===== config.mk =====
export PLATFORM = sky130hd
export DESIGN_NAME = modem_answer_response_parser_flat
export DESIGN_NICKNAME = d
export VERILOG_FILES = /design/src/marp_pkg.sv /design/src/marp_if.sv /design/src/modem_answer_response_parser.sv /design/src/flat_wrapper.sv
export SDC_FILE = /design/constraint.sdc
export NUM_CORES = 1
export LEC_CHECK = 0
export BUFFER_PORTS_ARGS = -buffer_cell sky130_fd_sc_hd__clkbuf_2
export CAP_MARGIN = 15
export CORE_UTILIZATION = 40
export DETAILED_ROUTE_END_ITERATION = 10
export GPL_TIMING_DRIVEN = 0
export HOLD_SLACK_MARGIN = 0.06
export PLACE_DENSITY = 0.69
export SLEW_MARGIN = 20
export SYNTH_ARGS = -nofsm -noshare
export SYNTH_HDL_FRONTEND = slang
export SYNTH_SLANG_ARGS = --single-unit

===== constraint.sdc =====
create_clock -name clk -period 8.2 [get_ports clk]
set_input_delay 1.64 -clock clk [delete_from_list [all_inputs] [get_ports clk]]
set_output_delay 1.64 -clock clk [all_outputs]
set_load 0.02 [all_outputs]

===== src/marp_pkg.sv =====
`default_nettype none

package marp_pkg;

  typedef enum logic [1:0] {
    CMD_CHAR = 2'd0,
    CMD_RING = 2'd1,
    CMD_TICK = 2'd2
  } cmd_t;

  typedef enum logic [2:0] {
    ACT_ANSWER    = 3'd0,
    ACT_CONNECTED = 3'd1,
    ACT_NO_CARRIER = 3'd2,
    ACT_BAD_SPEED = 3'd3,
    ACT_TIMEOUT   = 3'd4
  } action_t;

  localparam logic [6:0]  CHAR_CR       = 7'd13;
  localparam logic [6:0]  CHAR_LF       = 7'd10;
  localparam logic [6:0]  CHAR_SPACE    = 7'd32;
  localparam logic [15:0] TIMEOUT_RESET = 16'd90;
  localparam logic [15:0] DEFAULT_SPEED = 16'd300;
  localparam logic [15:0] SPEED_MAX     = 16'hFFFF;

  function automatic logic [6:0] connect_char(input logic [3:0] pos);
    logic [6:0] ch;
    case (pos)
      4'd0:    ch = 7'("C");
      4'd1:    ch = 7'("O");
      4'd2:    ch = 7'("N");
      4'd3:    ch = 7'("N");
      4'd4:    ch = 7'("E");
      4'd5:    ch = 7'("C");
      4'd6:    ch = 7'("T");
      default: ch = 7'd0;
    endcase
    return ch;
  endfunction

  function automatic logic [6:0] no_carrier_char(input logic [3:0] pos);
    logic [6:0] ch;
    case (pos)
      4'd0:    ch = 7'("N");
      4'd1:    ch = 7'("O");
      4'd2:    ch = 7'(" ");
      4'd3:    ch = 7'("C");
      4'd4:    ch = 7'("A");
      4'd5:    ch = 7'("R");
      4'd6:    ch = 7'("R");
      4'd7:    ch = 7'("I");
      4'd8:    ch = 7'("E");
      4'd9:    ch = 7'("R");
      default: ch = 7'd0;
    endcase
    return ch;
  endfunction

  function automatic logic [15:0] map_rate(input logic [15:0] s);
    logic [15:0] r;
    if (s == 16'd300 || s == 16'd600 || s == 16'd1200 || s == 16'd2400 ||
        s == 16'd4800 || s == 16'd9600) begin
      r = s;
    end else if (s > 16'd4800 && s < 16'd9600) begin
      r = 16'd9600;
    end else if (s > 16'd9600 && s <= 16'd19200) begin
      r = 16'd19200;
    end else if (s > 16'd19200 && s <= 16'd38400) begin
      r = 16'd38400;
    end else begin
      r = 16'd0;
    end
    return r;
  endfunction

endpackage

`default_nettype wire


===== src/marp_if.sv =====
`default_nettype none

interface marp_in_if;
  logic       valid;
  logic       ready;
  logic [1:0] command;
  logic [7:0] rx_char;
  logic       ring_active;

  modport source (output valid, command, rx_char, ring_active, input ready);
  modport sink (input valid, command, rx_char, ring_active, output ready);
endinterface

interface marp_out_if;
  logic                valid;
  logic                ready;
  marp_pkg::action_t   action;
  logic [15:0]         reported_speed;
  logic [15:0]         baud_rate;

  modport source (output valid, action, reported_speed, baud_rate, input ready);
  modport sink (input valid, action, reported_speed, baud_rate, output ready);
endinterface

interface marp_cfg_if;
  logic        valid;
  logic        ready;
  logic [15:0] timeout_ticks;

  modport source (output valid, timeout_ticks, input ready);
  modport sink (input valid, timeout_ticks, output ready);
endinterface

`default_nettype wire


===== src/modem_answer_response_parser.sv =====
`default_nettype none

// Answers a modem call and parses its response lines. Items on in_ch are ring
// samples, timer ticks or received characters; one item is taken every clock
// cycle when the result side keeps up. Each accepted item is held in an input
// register, processed in a single pass against the call and line state, and
// its result, if any, is registered in the result register that drives out_ch.
// A ring sample while waiting yields the answer request; a CONNECT line yields
// connected (final until reset) or a bad-speed hang up; an exact NO CARRIER
// line or the timer running out returns the block to waiting. The timeout
// register on cfg_ch is always ready and is latched into the response timer
// when a call is answered. Lines keep at most LINE_CAP-1 characters.
module modem_answer_response_parser #(
  parameter int LINE_CAP = 64
) (
  input  wire logic   clk,
  input  wire logic   rst,
  marp_in_if.sink     in_ch,
  marp_out_if.source  out_ch,
  marp_cfg_if.sink    cfg_ch
);
  import marp_pkg::*;

  localparam int CntW = $clog2(LINE_CAP);
  localparam logic [CntW-1:0] LastPos = CntW'(LINE_CAP - 1);

  typedef enum logic [1:0] {
    PH_WAIT,
    PH_COLLECT,
    PH_CONNECTED
  } call_phase_t;

  typedef enum logic [1:0] {
    LN_HUNT,
    LN_AFTER_NL,
    LN_IN_LINE
  } line_phase_t;

  logic [15:0] timeout_ticks;

  logic       in_valid;
  logic [1:0] cmd;
  logic [6:0] ch;
  logic       ring;

  call_phase_t     call_phase, call_phase_next;
  line_phase_t     line_phase, line_phase_next;
  logic [CntW-1:0] char_count, char_count_next;
  logic            connect_match, connect_match_next;
  logic            carrier_lost_match, carrier_lost_match_next;
  logic            digits_running, digits_running_next;
  logic            digits_found, digits_found_next;
  logic [15:0]     speed_accum, speed_accum_next;
  logic [15:0]     timer_count, timer_count_next;

  logic        res_valid;
  action_t     res_action;
  logic [15:0] res_speed;
  logic [15:0] res_baud;

  logic        advance;

  logic            is_digit, is_upper, start, keep;
  logic [CntW-1:0] kb_count;
  logic            kb_conn, kb_nc, kb_run, kb_found;
  logic [15:0]     kb_accum;
  logic            k_conn, k_nc, k_run, k_found;
  logic [15:0]     k_accum;
  logic [19:0]     prod;
  logic [15:0]     line_speed, line_baud;

  assign advance     = in_valid && (!out_ch.valid || out_ch.ready);
  assign in_ch.ready = !in_valid || advance;
  assign cfg_ch.ready = 1'b1;

  always_ff @(posedge clk) begin
    if (rst) begin
      timeout_ticks <= TIMEOUT_RESET;
    end else if (cfg_ch.valid) begin
      timeout_ticks <= cfg_ch.timeout_ticks;
    end
  end

  always_ff @(posedge clk) begin
    if (rst) begin
      in_valid <= 1'b0;
    end else if (in_ch.valid && in_ch.ready) begin
      in_valid <= 1'b1;
    end else if (advance) begin
      in_valid <= 1'b0;
    end
    if (in_ch.valid && in_ch.ready) begin
      cmd  <= in_ch.command;
      ch   <= in_ch.rx_char[6:0];
      ring <= in_ch.ring_active;
    end
  end

  // Character keep step, shared by the first letter of a line and the rest.
  always_comb begin
    is_digit = (ch >= 7'("0")) && (ch <= 7'("9"));
    is_upper = (ch >= 7'("A")) && (ch <= 7'("Z"));
    start    = (line_phase == LN_AFTER_NL);
    kb_count = start ? '0 : char_count;
    kb_conn  = start ? 1'b1 : connect_match;
    kb_nc    = start ? 1'b1 : carrier_lost_match;
    kb_run   = start ? 1'b0 : digits_running;
    kb_found = start ? 1'b0 : digits_found;
    kb_accum = start ? 16'd0 : speed_accum;
    keep     = (kb_count < LastPos);

    k_conn  = kb_conn;
    k_nc    = kb_nc;
    k_run   = kb_run;
    k_found = kb_found;
    k_accum = kb_accum;
    prod    = 20'(kb_accum) * 20'd10 + 20'(ch - 7'("0"));

    if (kb_count < CntW'(7) && ch != connect_char(kb_count[3:0])) begin
      k_conn = 1'b0;
    end
    if (kb_count >= CntW'(10) || ch != no_carrier_char(kb_count[3:0])) begin
      k_nc = 1'b0;
    end
    if (kb_count == CntW'(7)) begin
      k_run = (ch == CHAR_SPACE);
    end else if (kb_count == CntW'(8)) begin
      if (kb_run && is_digit) begin
        k_accum = 16'(ch - 7'("0"));
        k_found = 1'b1;
      end else begin
        k_run = 1'b0;
      end
    end else if (kb_count > CntW'(8) && kb_run) begin
      if (is_digit) begin
        k_accum = (prod > 20'(SPEED_MAX)) ? SPEED_MAX : prod[15:0];
      end else begin
        k_run = 1'b0;
      end
    end

    line_speed = digits_found ? speed_accum : DEFAULT_SPEED;
    line_baud  = map_rate(line_speed);
  end

  always_comb begin
    call_phase_next         = call_phase;
    line_phase_next         = line_phase;
    char_count_next         = char_count;
    connect_match_next      = connect_match;
    carrier_lost_match_next = carrier_lost_match;
    digits_running_next     = digits_running;
    digits_found_next       = digits_found;
    speed_accum_next        = speed_accum;
    timer_count_next        = timer_count;
    res_valid               = 1'b0;
    res_action              = ACT_ANSWER;
    res_speed               = 16'd0;
    res_baud                = 16'd0;

    case (call_phase)
      PH_WAIT: begin
        if (cmd == CMD_RING && ring) begin
          call_phase_next  = PH_COLLECT;
          line_phase_next  = LN_HUNT;
          timer_count_next = timeout_ticks;
          res_valid        = 1'b1;
          res_action       = ACT_ANSWER;
        end
      end
      PH_COLLECT: begin
        case (cmd)
          CMD_CHAR: begin
            case (line_phase)
              LN_HUNT: begin
                if (ch == CHAR_LF) begin
                  line_phase_next = LN_AFTER_NL;
                end
              end
              LN_AFTER_NL, LN_IN_LINE: begin
                if (start && ch == CHAR_LF) begin
                  line_phase_next = LN_AFTER_NL;
                end else if (start && !is_upper) begin
                  line_phase_next = LN_HUNT;
                end else if (!start && (ch == CHAR_CR || ch == CHAR_LF)) begin
                  line_phase_next = LN_HUNT;
                  if (connect_match && char_count >= CntW'(7)) begin
                    res_valid = 1'b1;
                    res_speed = line_speed;
                    if (line_baud != 16'd0) begin
                      call_phase_next = PH_CONNECTED;
                      res_action      = ACT_CONNECTED;
                      res_baud        = line_baud;
                    end else begin
                      call_phase_next = PH_WAIT;
                      res_action      = ACT_BAD_SPEED;
                    end
                  end else if (carrier_lost_match && char_count == CntW'(10)) begin
                    call_phase_next = PH_WAIT;
                    res_valid       = 1'b1;
                    res_action      = ACT_NO_CARRIER;
                  end
                end else begin
                  line_phase_next         = LN_IN_LINE;
                  char_count_next         = kb_count;
                  connect_match_next      = kb_conn;
                  carrier_lost_match_next = kb_nc;
                  digits_running_next     = kb_run;
                  digits_found_next       = kb_found;
                  speed_accum_next        = kb_accum;
                  if (keep) begin
                    char_count_next         = kb_count + CntW'(1);
                    connect_match_next      = k_conn;
                    carrier_lost_match_next = k_nc;
                    digits_running_next     = k_run;
                    digits_found_next       = k_found;
                    speed_accum_next        = k_accum;
                  end
                end
              end
              default: line_phase_next = LN_HUNT;
            endcase
          end
          CMD_TICK: begin
            if (timer_count <= 16'd1) begin
              timer_count_next = 16'd0;
              call_phase_next  = PH_WAIT;
              res_valid        = 1'b1;
              res_action       = ACT_TIMEOUT;
            end else begin
              timer_count_next = timer_count - 16'd1;
            end
          end
          default: ;
        endcase
      end
      default: ;
    endcase
  end

  always_ff @(posedge clk) begin
    if (rst) begin
      call_phase         <= PH_WAIT;
      line_phase         <= LN_HUNT;
      char_count         <= '0;
      connect_match      <= 1'b0;
      carrier_lost_match <= 1'b0;
      digits_running     <= 1'b0;
      digits_found       <= 1'b0;
      speed_accum        <= 16'd0;
      timer_count        <= 16'd0;
      out_ch.valid       <= 1'b0;
    end else begin
      if (advance) begin
        call_phase         <= call_phase_next;
        line_phase         <= line_phase_next;
        char_count         <= char_count_next;
        connect_match      <= connect_match_next;
        carrier_lost_match <= carrier_lost_match_next;
        digits_running     <= digits_running_next;
        digits_found       <= digits_found_next;
        speed_accum        <= speed_accum_next;
        timer_count        <= timer_count_next;
        out_ch.valid       <= res_valid;
      end else if (out_ch.ready) begin
        out_ch.valid <= 1'b0;
      end
    end
    if (advance && res_valid) begin
      out_ch.action         <= res_action;
      out_ch.reported_speed <= res_speed;
      out_ch.baud_rate      <= res_baud;
    end
  end

endmodule

`default_nettype wire


===== src/flat_wrapper.sv =====
// flat-port wrapper written by rule: the top's interface ports become plain ports
module modem_answer_response_parser_flat import marp_pkg::*;
#(
  parameter int LINE_CAP = 64
)
  (clk, rst, in_ch_valid, in_ch_command, in_ch_rx_char, in_ch_ring_active, in_ch_ready, out_ch_valid, out_ch_action, out_ch_reported_speed, out_ch_baud_rate, out_ch_ready, cfg_ch_valid, cfg_ch_timeout_ticks, cfg_ch_ready);
  marp_in_if in_ch_i ();
  marp_out_if out_ch_i ();
  marp_cfg_if cfg_ch_i ();
  input  wire logic clk;
  input  wire logic rst;
  input wire logic [$bits(in_ch_i.valid)-1:0] in_ch_valid;
  input wire logic [$bits(in_ch_i.command)-1:0] in_ch_command;
  input wire logic [$bits(in_ch_i.rx_char)-1:0] in_ch_rx_char;
  input wire logic [$bits(in_ch_i.ring_active)-1:0] in_ch_ring_active;
  output wire logic [$bits(in_ch_i.ready)-1:0] in_ch_ready;
  output wire logic [$bits(out_ch_i.valid)-1:0] out_ch_valid;
  output wire logic [$bits(out_ch_i.action)-1:0] out_ch_action;
  output wire logic [$bits(out_ch_i.reported_speed)-1:0] out_ch_reported_speed;
  output wire logic [$bits(out_ch_i.baud_rate)-1:0] out_ch_baud_rate;
  input wire logic [$bits(out_ch_i.ready)-1:0] out_ch_ready;
  input wire logic [$bits(cfg_ch_i.valid)-1:0] cfg_ch_valid;
  input wire logic [$bits(cfg_ch_i.timeout_ticks)-1:0] cfg_ch_timeout_ticks;
  output wire logic [$bits(cfg_ch_i.ready)-1:0] cfg_ch_ready;
  assign in_ch_i.valid = in_ch_valid;
  assign in_ch_i.command = in_ch_command;
  assign in_ch_i.rx_char = in_ch_rx_char;
  assign in_ch_i.ring_active = in_ch_ring_active;
  assign in_ch_ready = in_ch_i.ready;
  assign out_ch_valid = out_ch_i.valid;
  assign out_ch_action = out_ch_i.action;
  assign out_ch_reported_speed = out_ch_i.reported_speed;
  assign out_ch_baud_rate = out_ch_i.baud_rate;
  assign out_ch_i.ready = out_ch_ready;
  assign cfg_ch_i.valid = cfg_ch_valid;
  assign cfg_ch_i.timeout_ticks = cfg_ch_timeout_ticks;
  assign cfg_ch_ready = cfg_ch_i.ready;
  modem_answer_response_parser #(.LINE_CAP(LINE_CAP)) u_core (.clk(clk), .rst(rst), .in_ch(in_ch_i), .out_ch(out_ch_i), .cfg_ch(cfg_ch_i));
endmodule

After elaboration in Yosys (flattened, before gate mapping) --
Memories as Yosys holds them, arrays and structs flattened. Cells that the tools add are included. W data, S select, Z words.
Operators by class: $add $sub $neg 5, multipliers 1, magnitude comparators 17, eq/ne operators 36, muxes and demuxes 80, bitwise operators 8, reduce and logical (&&, ||, !) cells 47
Operator list (number):
- $mux W16 | 16
- $pmux W7 S5 | 1
- $mux W2 | 17
- $pmux W16 S2 | 1
- $mux W1 | 30
- $add A20 B20 Y20 | 1
- $gt A20 B16 Y1 const B | 1
- $mul A16 B3 Y19 const B | 1
- $mux W3 | 6
- $logic_and A1 B1 Y1 | 17
- $eq A16 B10 Y1 const B | 1
- $eq A16 B11 Y1 const B | 1
- $eq A16 B12 Y1 const B | 1
- $eq A16 B13 Y1 const B | 1
- $eq A16 B14 Y1 const B | 1
- $eq A16 B9 Y1 const B | 1
- $gt A16 B13 Y1 const B | 1
- $gt A16 B14 Y1 const B | 1
- $gt A16 B15 Y1 const B | 1
- $le A16 B1 Y1 const B | 1
- $le A16 B15 Y1 const B | 1
- $le A16 B16 Y1 const B | 1
- $lt A16 B14 Y1 const B | 1
- $pmux W2 S2 | 4
- other kinds (44) | 86
Word-level totals: register bits after elaboration 109, memory bits (read-only) 112, input port bits 32, word-level logic and storage cells 213, memories 1
Memories:
- (name not given) | depth 16, width 7, read ports 1, clocked after memory_dff 0, write ports 0, RTL line marp_pkg.sv:43 | case (pos)

Depth between registers and ports, before layout --
depth after elaboration 17, mapped depth 27, depth with buffers taken out 24

Worst setup path before layout --
Ideal clock, no wire load.
kind register -> register, start point register u_core.line_phase[1], end point register u_core.speed_accum[3], library setup time 0.135 ns, data arrival time 5.643 ns, path slack 2.422 ns, cell stages (with the launch flop) 27, buffers on the path 5, clock period less this slack 5.778 ns, path through dfxtp_1 > inv_1 > ha_1 > clkbuf_1 > clkbuf_1 > clkbuf_1 > clkbuf_1 > nor2b_1 > ha_1 > ha_1 > a21o_1 > o32a_1 > o41ai_2 > nand2b_1 > nand2b_1 > a21oi_1 > xnor2_1 > ha_1 > nand2_1 > o21ai_0 > nor4_1 > a21oi_2 > a2111oi_0 > nor4_1 > xnor2_1 > buf_2 > a41oi_1
Between the ends: longest elaborated chain between the ends 11
Ends and longest elaborated chain:
- start: declaration | RTL line modem_answer_response_parser.sv:47 | line_phase_t line_phase, line_phase_next;
- start signal: assignment | RTL line modem_answer_response_parser.sv:256 | line_phase <= line_phase_next;
- $eq A2 B1 Y1 | RTL line modem_answer_response_parser.sv:103, modem_answer_response_parser.sv:174
- $mux W16 | RTL line modem_answer_response_parser.sv:109 | kb_accum = start ? 16'd0 : speed_accum;
- $mul A16 B3 Y19 | RTL line modem_answer_response_parser.sv:117 | prod = 20'(kb_accum) * 20'd10 + 20'(ch - 7'("0"));
- $add A20 B20 Y20 | RTL line modem_answer_response_parser.sv:117
- $gt A20 B16 Y1 | RTL line modem_answer_response_parser.sv:136 | k_accum = (prod > 20'(SPEED_MAX)) ? SPEED_MAX : prod[15:0];
- $mux W16 | RTL line modem_answer_response_parser.sv:136
- $mux W16 | RTL line modem_answer_response_parser.sv:135 | if (is_digit) begin
- $mux W16 | RTL line modem_answer_response_parser.sv:134 | end else if (kb_count > CntW'(8) && kb_run) begin
- $mux W16 | RTL line modem_answer_response_parser.sv:127 | end else if (kb_count == CntW'(8)) begin
- $mux W16 | RTL line modem_answer_response_parser.sv:125 | if (kb_count == CntW'(7)) begin
- $mux W16 | RTL line modem_answer_response_parser.sv:211 | if (keep) begin
- end signal: assignment | RTL line modem_answer_response_parser.sv:262 | speed_accum <= speed_accum_next;
- end: declaration | RTL line modem_answer_response_parser.sv:53 | logic [15:0] speed_accum, speed_accum_next;
Parallel ways exist; a longest one is shown, timed or not. A chain may end at the register's enable or synchronous reset.

Final worst setup path --
start point register u_core.line_phase[1], end point register u_core.speed_accum[6]
The elaborated chain is that of the path after synthesis.

==> results.md <==
- Status: finished, final reports clean
- Post-CTS sizing: 0
- Clock Skew: approximately 0.014 ns
- Worst setup SP type: flop
- Synth area leader: edfxtp_1
- # fillers: ~2000
- CP Max Fanout: 10
- IO Pins: 70
- CTS sink cnt: around 110
- Total gr overflow: 0
- Worst EP arrival: 7.73 ns
- Hold Crit Depth: 2
- P per Cell Area: about 120 mW/mm²
- WL/cell: 16.3 µm
- R2r endpoint: u_core.speed_accum[6]
- Max Freq: 133 MHz
- Critical path class: reg -> reg
- DRT iter0 DRCs: ~670
- Total setup buffers inserted after CTS: 0
- Clock root buffer master: clkbuf_16
- Top-count cell post-synth: nor2_1
- Hold buffers post-CTS: 0
- Hold endpoint: u_core.carrier_lost_match
- Critical path endpoint category: flop
- Sequential fraction of the synthesis area: 0.321
- Reg2reg path depth: 26
- Layout Nets: 1165
- Synth cell types: 82
- First-pass GRT wire length: 35900 µm
- Worst r2r src: u_core.line_phase[1]
- Final period util: 0.916
- Antenna-violating nets left: 0
- Synth Area per Inst: around 8 µm²
- CP required: about 8.4 ns
- Total GRT Usage: 0.207
- I/O Buffers: 65
- Yosys reg bits: 109
- Number of synthesized flops with an enable pin: 45
- Mapped Area: between 0.008 and 0.009 mm²
- Ant diodes: 0
- Vias in the first global route: 7056
- Synth async-reset ratio: 0
- Routed vias: 7825
- Register area: 0.00263 mm²
- Final Critical Period: 7.51 ns
- Synth top cells by count: nor2_1 (107), nand2_1 (93), a21oi_1 (69)
- Leak Pwr: about 3.8 nW
- Post-DR vias/cell: just under 6
- Peak VDD IR: 0.101 mV
- Top FF cell, synth: dfxtp_1
- Initial antenna violation count: 0
- Place WS: 0.876 ns
- Latest clock arrival within the worst-skew pair: ~0.37 ns
- Setup violations, final: 0
- Core area: roughly 0.020 mm²
- Mapped Cells: 999
- Num CTS Buffers: 9
- Worst reg2reg setup slack: about 0.69 ns
- Worst min path class: reg -> reg
- Drt total wl: roughly 22000 µm
- Die area: roughly 0.021 mm²
- Area of the multi-input gates: about 0.0052 mm²
- Ys Warns: 0
- Max_slew headroom: 0.425
- Setup tns final: 0 ns
- Final GP Congestion: 0.906
- Final-report hold violation count: 0
- Slack of the critical path: 0.688 ns
- Drc violations: 0
- Die height: ~150 µm
- Total power: around 1.1 mW
- Rows: between 50 and 60
- CTS Buffer Depth: 2
- Synth top area cells: edfxtp_1 (16%), dfxtp_1 (16%), ha_1 (8.5%)
- Max-capacitance violation count: 0
- H-tree Lvls: 3
- Largest net degree at the start of global routing: 36
- CTS tree: yes
- Detailed Place HPWL: ~17000 µm
- Slew @ Worst Pin: between 0.8 and 0.9 ns
- HP Start: u_core.carrier_lost_match
- Initial Util: 0.407
- Area grow syn2layout: 11.8%
- RSZ-0062 raised after global routing: false
- Proportion of layout cells with a drive suffix above 1: 0.105
- Share of the synthesized area in the top cell type: 0.165
- Pre-antenna DRT Iters: 6
- Slew Viols, Final: 0
- Clock transition at path regs: approximately 0.08 ns
- Die width: around 150 µm
==> layout by cell type, fill, tap and decap left out, drive strengths merged, types with 14 or more instances in the layout <==
cell and count:
a21oi 70, xnor2 32, a211oi 15, nor2b 29, edfxtp 45, clkbuf 124, mux2i 20, ha 56
a31oi 19, dfxtp 64, inv 42, xor2 14, buf 14, nor3 28, nand2 93, a21o 15
a22oi 19, nand3 28, and3 20, nor2 107, o21ai 58
==> logic make-up after synthesis <==
| group | share of synthesized area |
|---|---|
| AOI/OAI and AO/OA | 0.233 |
| xor gates and xnor gates | 0.0491 |
| adders and majority gates | 0.0878 |
| buffers and inverters | 0.0501 |
| DFF | 0.321 |
| muxes | 0.0244 |
| other | 0.000915 |
| and+or+nand+nor | 0.234 |
==> metal layers <==
layer | vias to the layer above | wire (µm) | track usage
met1 | 3670 | 10000 | 0.277
met2 | 282 | 10400 | 0.342
li1 | 3833 | - | -
met5 | - | 0 | 0
met3 | 40 | 1070 | 0.0283
met4 | 0 | 563 | 0.0705
==> power by group <==
| part | switching (mW) | leakage [nW] | internal [mW] |
|---|---|---|---|
| logic | 0.0653 | 2.68 | 0.0388 |
| clock network | 0.213 | 0.150 | 0.232 |
| registers | 0.00725 | 1.01 | 0.571 |
| total | 0.286 | 3.84 | 0.842 |
==> layout make-up <==
type,instances,share of cell area
multi-input combinational,789,0.563
sequential,109,0.287
tap,270,0.0368
timing repair buffer,65,0.0354
buffer,62,0.0285
clock buffer,11,0.0277
inverter,40,0.0164
clock inverter,5,0.00532
==> critical path, cell delays in order (launching register included) <==
cell	delay [ns]
dfxtp_1	0.33
inv_1	0.08
ha_1	0.42
clkbuf_1	0.47
clkbuf_1	0.49
clkbuf_1	0.52
clkbuf_1	0.44
nor2b_1	0.14
ha_1	0.30
ha_1	0.36
a21o_1	0.24
o32a_1	0.32
o41ai_2	0.09
nand2b_1	0.19
nand2b_1	0.06
a21oi_1	0.18
xnor2_1	0.15
ha_1	0.33
nand2_1	0.11
o21ai_0	0.08
nor4_1	0.31
a21oi_2	0.14
a2111oi_0	0.43
nor4_1	0.15
xnor2_1	0.53
buf_2	0.34
a41oi_1	0.16
==> metrics by stage <==
stage	cells	util	hold slack (ns)	cell area (µm²)
2_1_floorplan	1000	-	0.432	8210
3_3_place_gp	1335	0.440	0.447	8880
3_5_place_dp	1335	0.440	0.449	8880
4_1_cts	1351	0.455	0.464	9180
5_1_grt	1351	0.455	0.491	9180
6_report	1351	0.455	0.468	9180
==> how the worst max path moves through the flow <==
stage                                     from               endpoint  slack [ns]
after floorplan           u_core.line_phase[1]  u_core.speed_accum[3]        2.42
after global placement    u_core.line_phase[0]  u_core.speed_accum[6]        0.98
after detailed placement  u_core.line_phase[0]  u_core.speed_accum[6]        0.88
after CTS                 u_core.line_phase[1]  u_core.speed_accum[6]        0.80
after global routing      u_core.line_phase[1]  u_core.speed_accum[6]        0.18
final                     u_core.line_phase[1]  u_core.speed_accum[6]        0.69
==> flip-flops by register name (all words and copies together), names as in the netlist <==
| register | cells |
|---|---|
| u_core.out_ch.baud_rate | 16 |
| u_core.out_ch.reported_speed | 16 |
| u_core.speed_accum | 16 |
| u_core.timeout_ticks | 16 |
| u_core.timer_count | 16 |
| u_core.ch | 7 |
| u_core.char_count | 6 |
| u_core.out_ch.action | 3 |
| u_core.call_phase | 2 |
| u_core.cmd | 2 |
| u_core.line_phase | 2 |
| u_core.carrier_lost_match | 1 |
| u_core.connect_match | 1 |
| u_core.digits_found | 1 |
| u_core.digits_running | 1 |
| u_core.in_valid | 1 |
| u_core.out_ch.valid | 1 |
| u_core.ring | 1 |
Note: power is estimated with default switching activity, not from simulation.
